--- config.mk ---
export PLATFORM = sky130hd
export DESIGN_NAME = hcd_parser
export DESIGN_NICKNAME = d
export VERILOG_FILES = /design/src/sv/hcd_pkg.sv /design/src/sv/hcd_parser.sv
export SDC_FILE = /design/constraint.sdc
export NUM_CORES = 1
export LEC_CHECK = 0
export ABC_AREA = 1
export CAP_MARGIN = 0
export CORE_AREA = 2 2 152 154
export CTS_CLUSTER_DIAMETER = 50
export CTS_CLUSTER_SIZE = 8
export DETAILED_ROUTE_END_ITERATION = 8
export DIE_AREA = 0 0 154 156
export DONT_BUFFER_PORTS = 1
export GPL_TIMING_DRIVEN = 0
export SYNTH_ARGS = -nofsm -noshare
export SYNTH_HDL_FRONTEND = slang
export SYNTH_SLANG_ARGS = --single-unit
--- constraint.sdc ---
create_clock -name i_clk -period 5.45 [get_ports i_clk]
set_input_delay 1.09 -clock i_clk [delete_from_list [all_inputs] [get_ports i_clk]]
set_output_delay 1.09 -clock i_clk [all_outputs]
set_load 0.02 [all_outputs]
--- src/sv/hcd_pkg.sv ---
// Package for the HTTP chunked body decoder.
// Holds the parse state, outcome and status codes, the result record and the hex digit decoder.
// No dependencies; every other file of the block imports it.
package hcd_pkg;

    localparam int DEFAULT_SIZE_BITS  = 40;
    localparam int DEFAULT_COUNT_BITS = 48;
    localparam int BYTE_W             = 8;
    localparam int COUNT_OUT_W        = 48;
    localparam int STATUS_W           = 2;

    localparam logic [BYTE_W-1:0] CHAR_CR = 8'h0D;
    localparam logic [BYTE_W-1:0] CHAR_LF = 8'h0A;

    typedef enum logic [STATUS_W-1:0] {
        STAT_CONSUMED = 2'd0,
        STAT_PAYLOAD  = 2'd1,
        STAT_FINISHED = 2'd2,
        STAT_ERROR    = 2'd3
    } t_status;

    typedef enum logic [3:0] {
        PS_START  = 4'd0,
        PS_SIZE   = 4'd1,
        PS_EXT    = 4'd2,
        PS_LF1    = 4'd3,
        PS_DATA   = 4'd4,
        PS_CR2    = 4'd5,
        PS_LF2    = 4'd6,
        PS_TSTART = 4'd7,
        PS_TLINE  = 4'd8,
        PS_TLF1   = 4'd9,
        PS_TLF2   = 4'd10
    } t_parse_state;

    typedef enum logic [1:0] {
        OC_RUN  = 2'd0,
        OC_DONE = 2'd1,
        OC_ERR  = 2'd2
    } t_outcome;

    typedef struct packed {
        t_status                  status;
        logic [BYTE_W-1:0]        out_byte;
        logic [COUNT_OUT_W-1:0]   content_length;
        logic [COUNT_OUT_W-1:0]   bytes_consumed;
    } t_result;

    typedef struct packed {
        logic       valid;
        logic [3:0] value;
    } t_hex;

    // Letters of either case have a low nibble of 1 to 6, which maps to 10 to 15.
    function automatic t_hex hex_decode(input logic [BYTE_W-1:0] c);
        t_hex r;
        r.valid = 1'b0;
        r.value = 4'd0;
        if (c inside {[8'h30:8'h39]}) begin
            r.valid = 1'b1;
            r.value = c[3:0];
        end else if (c inside {[8'h41:8'h46], [8'h61:8'h66]}) begin
            r.valid = 1'b1;
            r.value = c[3:0] + 4'd9;
        end
        return r;
    endfunction

endpackage

--- src/sv/hcd_parser.sv ---
// Parse state machine of the chunked body decoder: state, counters and result of one byte.
// Depends on hcd_pkg.
module hcd_parser import hcd_pkg::*; #(
    parameter int SIZE_BITS  = DEFAULT_SIZE_BITS,
    parameter int COUNT_BITS = DEFAULT_COUNT_BITS
) (
    input  logic              i_clk,
    input  logic              i_rst_n,
    input  logic              i_advance,
    input  logic [BYTE_W-1:0] i_byte,
    output t_result           o_result
);
    localparam int SHIFT_W = SIZE_BITS + 4;

    t_parse_state           r_state, n_state;
    t_outcome               r_outcome, n_outcome;
    logic [SIZE_BITS-1:0]   r_rem, n_rem;
    logic [COUNT_BITS-1:0]  r_pay, n_pay;
    logic [COUNT_BITS-1:0]  r_inc, n_inc;

    t_hex                   hex;
    logic [SHIFT_W-1:0]     size_shift;
    logic [SIZE_BITS-1:0]   rem_dec;
    logic [COUNT_BITS-1:0]  pay_inc;
    logic [COUNT_BITS-1:0]  in_inc;
    t_parse_state           line_end_state;
    logic                   err;
    logic                   done;
    logic                   payload;
    logic [COUNT_BITS+COUNT_OUT_W-1:0] pay_ext;
    logic [COUNT_BITS+COUNT_OUT_W-1:0] inc_ext;

    assign hex            = hex_decode(i_byte);
    assign size_shift     = {r_rem, hex.value};
    assign rem_dec        = (r_rem != '0) ? r_rem - SIZE_BITS'(1) : r_rem;
    assign pay_inc        = (r_pay == '1) ? r_pay : r_pay + COUNT_BITS'(1);
    assign in_inc         = (r_inc == '1) ? r_inc : r_inc + COUNT_BITS'(1);
    assign line_end_state = (r_rem != '0) ? PS_DATA : PS_TSTART;

    always_comb begin
        n_state   = r_state;
        n_outcome = r_outcome;
        n_rem     = r_rem;
        n_pay     = r_pay;
        n_inc     = r_inc;
        err       = 1'b0;
        done      = 1'b0;
        payload   = 1'b0;
        if (r_outcome == OC_RUN) begin
            n_inc = in_inc;
            case (r_state)
                PS_START: begin
                    if (!hex.valid) begin
                        err = 1'b1;
                    end else begin
                        n_rem   = SIZE_BITS'(hex.value);
                        n_state = PS_SIZE;
                    end
                end
                PS_SIZE: begin
                    if (hex.valid) begin
                        // The size is already below the limit, so only the new top nibble
                        // can push it over.
                        n_rem = size_shift[SIZE_BITS-1:0];
                        err   = (size_shift[SHIFT_W-1:SIZE_BITS] != '0);
                    end else if (i_byte == CHAR_CR) begin
                        n_state = PS_LF1;
                    end else if (i_byte == CHAR_LF) begin
                        n_state = line_end_state;
                    end else begin
                        n_state = PS_EXT;
                    end
                end
                PS_EXT: begin
                    if (i_byte == CHAR_CR) begin
                        n_state = PS_LF1;
                    end else if (i_byte == CHAR_LF) begin
                        n_state = line_end_state;
                    end
                end
                PS_LF1: begin
                    if (i_byte == CHAR_LF) begin
                        n_state = line_end_state;
                    end else begin
                        err = 1'b1;
                    end
                end
                PS_DATA: begin
                    payload = 1'b1;
                    n_pay   = pay_inc;
                    n_rem   = rem_dec;
                    if (rem_dec == '0) begin
                        n_state = PS_CR2;
                    end
                end
                PS_CR2: begin
                    if (i_byte == CHAR_CR) begin
                        n_state = PS_LF2;
                    end else if (i_byte == CHAR_LF) begin
                        n_state = PS_START;
                    end else begin
                        err = 1'b1;
                    end
                end
                PS_LF2: begin
                    if (i_byte == CHAR_LF) begin
                        n_state = PS_START;
                    end else begin
                        err = 1'b1;
                    end
                end
                PS_TSTART: begin
                    if (i_byte == CHAR_CR) begin
                        n_state = PS_TLF2;
                    end else if (i_byte == CHAR_LF) begin
                        done = 1'b1;
                    end else begin
                        n_state = PS_TLINE;
                    end
                end
                PS_TLINE: begin
                    if (i_byte == CHAR_CR) begin
                        n_state = PS_TLF1;
                    end else if (i_byte == CHAR_LF) begin
                        n_state = PS_TSTART;
                    end
                end
                PS_TLF1: begin
                    if (i_byte == CHAR_LF) begin
                        n_state = PS_TSTART;
                    end else begin
                        err = 1'b1;
                    end
                end
                PS_TLF2: begin
                    if (i_byte == CHAR_LF) begin
                        done = 1'b1;
                    end else begin
                        err = 1'b1;
                    end
                end
                default: begin
                    err = 1'b1;
                end
            endcase
            if (err) begin
                n_outcome = OC_ERR;
            end else if (done) begin
                n_outcome = OC_DONE;
            end
        end
    end

    // Counts reach the port zero-extended or cut to the port width.
    assign pay_ext = {{COUNT_OUT_W{1'b0}}, n_pay};
    assign inc_ext = {{COUNT_OUT_W{1'b0}}, n_inc};

    always_comb begin
        o_result = '0;
        if (n_outcome == OC_ERR) begin
            o_result.status = STAT_ERROR;
        end else if (n_outcome == OC_DONE) begin
            o_result.status         = STAT_FINISHED;
            o_result.content_length = pay_ext[COUNT_OUT_W-1:0];
            o_result.bytes_consumed = inc_ext[COUNT_OUT_W-1:0];
        end else if (payload) begin
            o_result.status   = STAT_PAYLOAD;
            o_result.out_byte = i_byte;
        end else begin
            o_result.status = STAT_CONSUMED;
        end
    end

    always_ff @(posedge i_clk) begin
        if (!i_rst_n) begin
            r_state   <= PS_START;
            r_outcome <= OC_RUN;
            r_rem     <= '0;
            r_pay     <= '0;
            r_inc     <= '0;
        end else if (i_advance) begin
            r_state   <= n_state;
            r_outcome <= n_outcome;
            r_rem     <= n_rem;
            r_pay     <= n_pay;
            r_inc     <= n_inc;
        end
    end
endmodule

Yosys cells after proc, flatten, opt, wreduce, memory -nomap -nowiden
Index checks and enable logic that the tools add are counted.
Storage, ports and cells
  bits in registers: 142
  bits of input ports: 11
  output and inout port bits: 106
  logic and storage cells: 99
Operators by class
  add/subtract/negate cells: 4
  order comparisons: 6
  eq/ne operators: 21
  muxes and demuxes: 48
  reductions and logical operators: 15
Operators by type and width (number)
  $mux 48: 5
  $mux 40: 3
  $pmux 40 s3: 1
  $mux 104: 1
  $add 48x1->48 const B: 2
  $eq 48x48->1 const B: 2
  $mux 96: 1
  $mux 4: 11
  $logic_not 40->1: 1
  $pmux 4 s10: 1
  $reduce_bool 40->1: 1
  $sub 40x1->40 const B: 1
  $eq 4x3->1 const B: 4
  $eq 8x4->1 const B: 2
  $ge 8x7->1 const B: 2
  $le 8x7->1 const B: 2
  $mux 8: 2
  $eq 4x4->1 const B: 3
  $mux 2: 6
  $mux 1: 11
  $mux 5: 2
  $reduce_bool 10->1: 1
  $eq 4x2->1 const B: 2
  $ge 8x6->1 const B: 1
  19 further kinds: 26

Depth between registers and ports, before layout
Gate-level depths: netlist of the first run.
  depth after elaboration: 13
  depth in mapped cells: 19
  mapped depth without buffers: 19

Worst setup path before layout of the first run
OpenSTA, ideal clock, no wires.
  path type: input to output
  from: input port i_byte[0]
  to: output port o_result[29] in the netlist's numbering
  data arrival time: 3379 ps
  data required time: 4360 ps
  path slack: 981 ps
  stages: 16
  buffers on the path: 2
  cells stage by stage: inv_1 ha_1 nor3_1 nor3_2 nor2_1 inv_1 nand3_1 nand4_1 a21oi_1 inv_1 ha_1 inv_1 nand2_1 clkbuf_1 clkbuf_1 nor2_1
RTL lines
  from (decl): RTL line hcd_parser.sv:10  | input logic [BYTE_W-1:0] i_byte,
  to (decl): RTL line hcd_parser.sv:11  | output t_result o_result

==> reports/results.ini, run 1 <==
[place]
io_buffers = 0
hpwl_microns = 30100
place.gp.congestion = 0.959
placed_cell_area_sq_um = 11300

[setup_path]
arrival_ns = 4.12
crit_path_start_kind = input port
path_buf_inv = 6
cp_max_fo = 10
slowest_stage = buf_2
r2r_end = r_inc[37]
r2r_start = r_inc[0]
critPathTopFamily = simple AND/OR/NAND/NOR gates
reg2reg_slack_ns = 2.40
path_cells = inv_1 > ha_1 > nor3_1 > nor3_2 > nor2_1 > inv_1 > nand3_1 > nand4_1 > a21oi_1 > inv_1 > ha_1 > inv_1 > nand2_1 > buf_2 > buf_2 > nor2_2
max_stage_delay_ns = 0.33
endpoint_kind = output pin
crit_path_frequent_cell = inv_1
reg2reg_depth = 12
cp.required_ns = 4.36
critPathKind = in2out

[synthesis]
synthTopCellsByCount = nand2_1, nor2_1, inv_1
ys_ff_latch = 142
yosysMostFrequentCell = nand2_1
synth-edff-count = 0
synth_area_sq_um = 11000
synth.area.top_cells = dfxtp_1, nand2_1, nor2_1
yosys_most_used_dff = dfxtp_1
ys_seq_area_share_pct = 25.9
netlist_instances = 1823
synth_top_area_share_pct = 25.9
async_flop_share_pct = 0
yosysTopAreaCell = dfxtp_1
synth_nets = 1844
ys_types = 43
avgSynthCellArea_sq_um = 6.02
ys_warn_count = 0

[cts]
clkLatencyLatePin_ns = 0.45
postCtsHoldBufs = 0
cts_root_buf = clkbuf_16
clk_path_buf_depth = 2
cts_made_buffers = 17
cts_tree = built
clock_sinks = 142
htreeDepth = 4
path_clk_slew_ns = 0.06

[floorplan]
dieArea_sq_um = 24000
core_sq_um = 22400
dieWidth_microns = 154
rows = 55
start_util_pct = 49.1
fp.dieH_microns = 156
ios = 117

[route]
drc = 0
drtIter0Drc = 983
dr.pass1.iters = 6
vias = 12156
detail-route-antenna-nets = 0
via_per_inst = 5.68
routed_wl_microns = 38700
post_drt_wl_per_cell_microns = 18.1

[sta]
finalSetupTns_ns = 0
setup_viol = 0
hold_slack_ns = 0.512
min_period_over_period_pct = 95.7
period_needed_ns = 5.21
slew_headroom_pct = 43.8
max_clock_freq_mhz = 192
worstMarginPinSlew_ns = 0.843
rsz0062_at_grt = false
skew_ns = 0.0114
finalHoldViolations = 0
slew_viol_final = 0

[global_route]
grt_usage_pct = 32.0
grt_pass1_vias = 11518
met3_usage_pct = 4.39
gr-usage-met1_pct = 40.0
gr-max-usage-layer = met2
grt-ovfl-total = 0
met2_usage_pct = 53.9
grt_pass1_wl_microns = 60700
grt_max_degree = 17
grt_antenna_before_repair = 0

[worst_hold_path]
hold_class = reg2reg
whs_path_depth = 2
hold_end = r_outcome[0]
hp-start = r_outcome[0]

[finish]
final_layout_size_suffix_gt1_share_pct = 6.31
final_cell_area_sq_um = 12000
nets = 1863
antenna_cells = 0
final_util_pct = 53.8
area_growth_pct = 9.61
fillers = 2411

[status]
outcome = finished, final reports clean

[run]
cap_violations = 0

[power]
p_per_area_nw_per_um2 = 657
power_mw = 7.91
peakVddDrop_v = 0.000318
p_leak_nw = 4.75

per-layer routing:
metal	up-vias	part of all wire, %	routed length [microns]
met5	-	0	0
met4	0	4.3	1660
met3	99	5.8	2250
met2	398	47	18200
met1	5635	43	16500
li1	6024	-	-
cell families (layout without fill, tap and decap cells):
logic type / after synthesis / in the layout / synth area share [%]
flops: 142 / 142 / 25.9
xor+xnor: 101 / 101 / 8.06
simple gates: 941 / 941 / 37.3
buf+inv: 287 / 319 / 10.2
compound gates: 342 / 342 / 17.4
fa+ha+maj: 10 / 10 / 1.14
registers in the layout, summed over array words and instances, names as in the netlist:
signal and count:
r_state 4, r_outcome 2, r_inc 48, r_rem 40
r_pay 48
metrics by stage:
stage	std cells	setup slack [ns]
6_report	2140	0.235
5_1_grt	2140	0.0119
4_1_cts	2140	-0.0563
3_5_place_dp	2108	-0.162
3_3_place_gp	2108	-0.219
2_1_floorplan	1823	0.981
worst max-delay path by stage:
stage	start	endpoint	slack (ns)	cells after the start
2_1_floorplan	i_byte[0]	o_result[29]	0.98	16
3_3_place_gp	i_byte[1]	o_result[95]	-0.22	17
3_5_place_dp	i_byte[1]	o_result[95]	-0.16	17
4_1_cts	i_byte[1]	o_result[89]	-0.06	17
5_1_grt	i_byte[0]	o_result[80]	0.01	16
6_report	i_byte[0]	o_result[92]	0.24	16
power breakdown:
part	leakage (nW)	switching, mW	total (mW)	internal, mW
Sequential	1.17	0.341	1.61	1.27
Clock	0.292	0.536	1.28	0.741
Combinational	3.29	3.55	5.02	1.46
worst min-delay path: stages (launching register included):
cell and delay, ns:
dfxtp_1 0.31, inv_1 0.08, a211oi_1 0.07
cell type report:
class / instances / area [sq um] / area share (%)
multi-input cells: 1394 / 7090 / 58.9
flip-flops and latches: 142 / 2840 / 23.6
inverters: 211 / 795 / 6.60
clock buffers: 18 / 439 / 3.65
well taps: 285 / 357 / 2.96
plain buffers: 76 / 328 / 2.72
clock inverters: 14 / 180 / 1.50
repair_timing:
action / in CTS / in global routing
endpoints found under the setup margin: 10 / 62
setup buffers: 0 / 0
hold endpoints to repair: 0 / 0
resized for setup: 9 / 23
cells in the final DEF, fill, tap and decap left out, types with 4 or more instances in the layout:
master      instances
o211ai_1           11
ha_1               10
nor2_4             12
nand3_1           134
inv_6               4
xnor2_1            20
o21ai_0           138
nor2_1            292
o21ai_1             9
clkinvlp_4          4
nand2_2             9
a21oi_1           141
clkbuf_16          17
inv_2               4
buf_2               9
inv_1             205
nor3_1             40
nand2_1           357
clkbuf_1           59
xor2_1             81
nor2_2             34
dfxtp_1           142
a221oi_1           30
buf_6               4
nand4_1            33
nor4_1             16
nor3_2              4
No activity file was read; power rests on OpenSTA's default activity.
==> inputs of run 2 (changes only) <==
--- a/config.mk
+++ b/config.mk
@@ -6,14 +6,16 @@
 export NUM_CORES = 1
 export LEC_CHECK = 0
 export ABC_AREA = 1
+export BUFFER_PORTS_ARGS = -buffer_cell sky130_fd_sc_hd__buf_2
 export CAP_MARGIN = 0
 export CORE_AREA = 2 2 152 154
 export CTS_CLUSTER_DIAMETER = 50
 export CTS_CLUSTER_SIZE = 8
 export DETAILED_ROUTE_END_ITERATION = 8
 export DIE_AREA = 0 0 154 156
-export DONT_BUFFER_PORTS = 1
 export GPL_TIMING_DRIVEN = 0
+export PLACE_DENSITY = 0.69
+export REMOVE_ABC_BUFFERS = 1
 export SYNTH_ARGS = -nofsm -noshare
 export SYNTH_HDL_FRONTEND = slang
 export SYNTH_SLANG_ARGS = --single-unit
==> reports/results.ini, run 2 (synthesis gave the netlist of run 1 again) <==
[cts]
clock_sinks = 142  ; unchanged
clkLatencyLatePin_ns = 0.44  ; about the same
cts_made_buffers = 17  ; unchanged
htreeDepth = 4  ; unchanged
cts_root_buf = clkbuf_16
postCtsHoldBufs = 0  ; unchanged
cts_tree = built
clk_path_buf_depth = 2  ; unchanged
path_clk_slew_ns = 0.07  ; about the same

[power]
p_per_area_nw_per_um2 = 614  ; -6.6%
peakVddDrop_v = 0.000359  ; +13%
power_mw = 7.59  ; -3.9%
p_leak_nw = 5.32  ; +12%

[global_route]
grt_max_degree = 114  ; +97
grt_usage_pct = 27.4  ; -4.5 points
grt_pass1_wl_microns = 54600  ; -10%
grt-ovfl-total = 0  ; unchanged
grt_antenna_before_repair = 0  ; unchanged
grt_pass1_vias = 11209  ; -2.7%

[finish]
nets = 1911  ; +2.6%
antenna_cells = 0  ; unchanged
mostFrequentLayoutCells = nand2_1, nor2_1, inv_1, dfxtp_1, a21oi_1
fillers = 2294  ; -4.9%
final_layout_size_suffix_gt1_share_pct = 11.1  ; +4.8 points
fin_cells = 2188  ; +2.2%
layout.cells.most_common = nand2_1
area_growth_pct = 12.7
reg.largest.list = r_inc (48), r_pay (48), r_rem (40)
final_util_pct = 55.3  ; +1.5 points

[route]
post_drt_wl_per_cell_microns = 15.2  ; -16%
drc = 0  ; unchanged
dr.pass1.iters = 6  ; unchanged
detail-route-antenna-nets = 0  ; unchanged
vias = 12047  ; -0.90%
routed_wl_microns = 33300  ; -14%
drtIter0Drc = 1019  ; +3.7%
via_per_inst = 5.51  ; -3.1%

[floorplan]
dieWidth_microns = 154  ; unchanged
rows = 55  ; unchanged
dieArea_sq_um = 24000  ; unchanged
fp.dieH_microns = 156  ; unchanged
core_sq_um = 22400  ; unchanged
ios = 117  ; unchanged
start_util_pct = 49.1  ; unchanged

[sta]
finalSetupTns_ns = 0  ; unchanged
finalHoldViolations = 0  ; unchanged
skew_ns = 0.0161  ; +0.00462 ns
slew_headroom_pct = 23.1  ; -21 points
slew_viol_final = 0  ; unchanged
period_needed_ns = 5.05  ; -0.164 ns
max_clock_freq_mhz = 198  ; +3.2%
rsz0062_at_grt = false
worstMarginPinSlew_ns = 1.15  ; +0.308 ns
min_period_over_period_pct = 92.7  ; -3.0 points
setup_viol = 0  ; unchanged

[setup_path]
r2r_start = r_state[1]
crit_path_start_kind = input port
reg2reg_slack_ns = 1.90  ; -0.50 ns
cp.required_ns = 4.36  ; about the same
crit_path_frequent_cell = inv_1
max_stage_delay_ns = 0.33  ; about the same
critPathKind = in2out
endpoint_kind = output pin
critPathLaunch = i_byte[1]
cp_max_fo = 47  ; +37
arrival_ns = 3.96  ; -0.16 ns
slowest_stage = nor3_2
path_cells = buf_2 > inv_1 > ha_1 > inv_1 > nor3_2 > nor2_1 > inv_1 > nor2_1 > a21oi_1 > nand4_1 > a21oi_1 > inv_1 > ha_1 > clkinvlp_4 > nand2_8 > nor2_1 > buf_2

[place]
place_inst = 2155  ; +2.2%
place.gp.congestion = 0.962  ; +0.41%
io_buffers = 116  ; +116
hpwl_microns = 24000  ; -20%

[status]
outcome = finished, final reports clean

[worst_hold_path]
hold_class = reg2reg
hp-start = r_pay[1]

[run]
cap_violations = 0  ; unchanged

[run 2: changes by cell type in the layout (fill, tap and decap cells not counted), sizes merged]
cell      previous run  this run
clkbuf              78        19
inv                215       213
clkinvlp             4         3
bufinv               3         1
nand2              369       370
buf                 16       123
clkinv               3         7
[run 2: timing repair]
action | 4_1_cts | 5_1_grt
buffers inserted | 0 | 0
gates resized for setup | 1 | 3
pin swaps | 0 | 1
cloned | 0 | 1
endpoints found under the setup margin | 13 | 94
[run 2: area by class of cell]
type,count,area (sq um),share of cell area (%)
multi-input combinational,1395,7060,57.1
clock buffer,19,453,3.66
sequential,142,2840,23.0
tap,285,357,2.88
clock inverter,13,130,1.05
inverter,211,798,6.45
timing repair buffer,123,726,5.87
[run 2: metrics by stage]
stage | hold slack, ns | setup WS [ns] | cell area, sq um
global route | 0.539 | 0.0771 | 12400
floorplan | 0.467 | -0.224 | 10700
finish | 0.518 | 0.399 | 12400
detailed placement | 0.501 | -0.104 | 11800
global placement | 0.494 | -2.16 | 11600
CTS | 0.521 | 0.110 | 12300
[run 2: path summary, 6_finish.rpt]
check / endpoint / cells past startpoint
setup / recovery: o_result[2] / 17
hold / removal: r_pay[1] / 2
setup reg to reg: r_pay[34] / 14
hold reg to reg: r_pay[1] / 2
[run 2: metal layers]
layer	GRT usage, %	up-vias	part of all wire, %
li1	-	6103	-
met1	36.5	5557	46
met2	46.5	347	47
met3	4.31	40	5.1
met4	6.99	0	1.8
met5	0	-	0
[run 2: power breakdown]
group | switching [mW] | internal, mW | leakage (nW) | total (mW)
Sequential | 0.323 | 1.27 | 1.17 | 1.60
Combinational | 3.36 | 1.45 | 3.86 | 4.82
Clock | 0.519 | 0.662 | 0.284 | 1.18
[run 2: critical path: cells and delay by family]
kind / cells / cell delay, ns
simple gates: 6 / 1.16
buf+inv: 7 / 0.90
fa+ha+maj: 2 / 0.41
compound gates: 2 / 0.38
==> inputs of run 3 (changes only) <==
--- a/config.mk
+++ b/config.mk
@@ -9,6 +9,7 @@
 export BUFFER_PORTS_ARGS = -buffer_cell sky130_fd_sc_hd__buf_2
 export CAP_MARGIN = 0
 export CORE_AREA = 2 2 152 154
+export CTS_BUF_LIST = sky130_fd_sc_hd__clkbuf_2
 export CTS_CLUSTER_DIAMETER = 50
 export CTS_CLUSTER_SIZE = 8
 export DETAILED_ROUTE_END_ITERATION = 8
==> reports/results.ini, run 3 (synthesis gave the netlist of run 1 again) <==
[setup_path]
reg2reg_slack_ns = 2.22  ; +0.32 ns
critPathLaunch = r_inc[0]
path_buf_inv = 3  ; -4
reg2reg_depth = 11  ; -3
cp.required_ns = 4.36  ; about the same
arrival_ns = 4.03  ; +0.07 ns
path_cells = ha_1 > nand2_1 > inv_1 > nand3_1 > nor2_1 > inv_1 > nor4_1 > nand4_1 > nand3_1 > o21ai_0 > nor2_1 > buf_2
critPathKind = reg2out
critPathTopFamily = simple AND/OR/NAND/NOR gates
endpoint = o_result[34]
endpoint_kind = output pin
r2r_start = r_inc[0]
r2r_end = r_inc[34]
cp_max_fo = 17  ; -64%
crit_path_start_kind = flip-flop
path_depth = 12  ; -5
slowest_stage = nand4_1
max_stage_delay_ns = 0.81  ; +0.48 ns

[cts]
cts_tree = built
clk_path_buf_depth = 2  ; unchanged
post_cts_buffers = 0  ; unchanged
cts_root_buf = clkbuf_2
htreeDepth = 4  ; unchanged
clkLatencyLatePin_ns = 0.75  ; +0.31 ns
path_clk_slew_ns = 0.23  ; +0.16 ns
cts_made_buffers = 17  ; unchanged
clock_sinks = 142  ; unchanged

[finish]
area_growth_pct = 9.48
layout.cells.most_common = nand2_1
mostFrequentLayoutCells = nand2_1, nor2_1, inv_1, dfxtp_1, a21oi_1
final_layout_size_suffix_gt1_share_pct = 11.1  ; -0.058 points
fillers = 2343  ; +2.1%
nets = 1912  ; +0.052%
reg.largest.list = r_inc (48), r_pay (48), r_rem (40)

[power]
p_per_area_nw_per_um2 = 587  ; -4.3%
p_leak_nw = 5.17  ; -2.8%
power_mw = 7.06  ; -7.0%
peakVddDrop_v = 0.000347  ; -3.5%

[sta]
setup_viol = 0  ; unchanged
finalHoldViolations = 0  ; unchanged
rsz0062_at_grt = false
slew_headroom_pct = 20.7  ; -2.4 points
worstMarginPinSlew_ns = 1.19  ; +0.0373 ns
skew_ns = 0.0501  ; +0.0340 ns
max_clock_freq_mhz = 195  ; -1.3%
min_period_over_period_pct = 93.9  ; +1.3 points
fin_ws_ns = 0.330  ; -0.0686 ns
slew_viol_final = 0  ; unchanged
period_needed_ns = 5.12  ; +0.0686 ns

[place]
pre_cts_ws_ns = -0.104  ; unchanged
place.gp.congestion = 0.962  ; unchanged
hpwl_microns = 24000  ; unchanged
io_buffers = 116  ; unchanged

[route]
vias = 12013  ; -0.28%
drc = 0  ; unchanged
drtIter0Drc = 934  ; -8.3%
detail-route-antenna-nets = 0  ; unchanged
dr.pass1.iters = 6  ; unchanged
post_drt_wl_per_cell_microns = 15.3  ; +0.44%
via_per_inst = 5.49  ; -0.37%
routed_wl_microns = 33400  ; +0.53%

[floorplan]
rows = 55  ; unchanged
fp.dieH_microns = 156  ; unchanged
ios = 117  ; unchanged
start_util_pct = 49.1  ; unchanged
dieArea_sq_um = 24000  ; unchanged
core_sq_um = 22400  ; unchanged
dieWidth_microns = 154  ; unchanged

[global_route]
grt_pass1_vias = 11119  ; -0.80%
grt_usage_pct = 27.3  ; -0.15 points
grt_antenna_before_repair = 1  ; +1
grt_max_degree = 114  ; unchanged
grt_pass1_wl_microns = 54400  ; -0.37%
grt-ovfl-total = 0  ; unchanged

[status]
outcome = finished, final reports clean

[worst_hold_path]
hold_class = reg2reg

[run]
cap_violations = 0  ; unchanged

run 3: power by group:
part / internal [mW] / total (mW) / switching [mW]
combinational: 1.45 / 4.84 / 3.38
sequential: 1.27 / 1.60 / 0.325
clock: 0.172 / 0.628 / 0.456
run 3: layer usage:
metal  part of all wire [%]  GRT usage [%]  routed length, microns  up-vias
met5                      0              0                       0        -
met4                    1.5           6.41                     513        0
met3                    5.0           3.81                    1690       32
met2                     47           46.5                   15600      330
met1                     47           36.6                   15600     5543
li1                       -              -                       -     6108
run 3: worst register-to-register path, stage by stage, from the launching register on:
cell	delay (ns)
dfxtp_1	0.39
ha_1	0.21
nand2_1	0.11
inv_1	0.08
nand3_1	0.15
nor2_1	0.13
inv_1	0.12
nor4_1	0.44
nand4_1	0.81
nand3_1	0.30
o21ai_0	0.24
a21oi_1	0.21
run 3: worst min path at each step:
stage,start,endpoint,slack [ns],depth (start not counted)
floorplan,r_outcome[0],r_outcome[0],0.47,2
global placement,r_outcome[0],r_outcome[0],0.49,2
detailed placement,r_pay[1],r_pay[1],0.50,2
CTS,r_rem[38],r_rem[38],0.54,2
global route,r_rem[38],r_rem[38],0.56,2
finish,r_rem[38],r_rem[38],0.54,2
run 3: through the flow:
stage	instances	setup TNS, ns	utilization (%)	instance area (sq um)	hold WS, ns
global placement	2148	-179.54	51.8	11600	0.494
global route	2190	0	53.7	12000	0.556
finish	2190	0	53.7	12000	0.543
CTS	2188	0	53.6	12000	0.543
detailed placement	2155	-0.614	52.6	11800	0.501
floorplan	1747	-9.64	-	10700	0.467
run 3: cell type report:
type | count | area (sq um) | share of cell area [%]
Timing Repair Buffer | 123 | 726 | 6.04
Antenna cell | 1 | 2.50 | 0.0208
Sequential cell | 142 | 2840 | 23.7
Multi-Input combinational cell | 1396 | 7070 | 58.8
Tap cell | 285 | 357 | 2.97
Clock inverter | 15 | 138 | 1.15
Clock buffer | 17 | 85.1 | 0.708
Inverter | 211 | 798 | 6.64
run 3: repair_timing:
action / in CTS / in global routing
cloned: 1 / 1
gates resized for setup: 1 / 3
pin swaps: 1 / 1
hold buffers: 0 / 0
setup endpoints to repair: 15 / 94
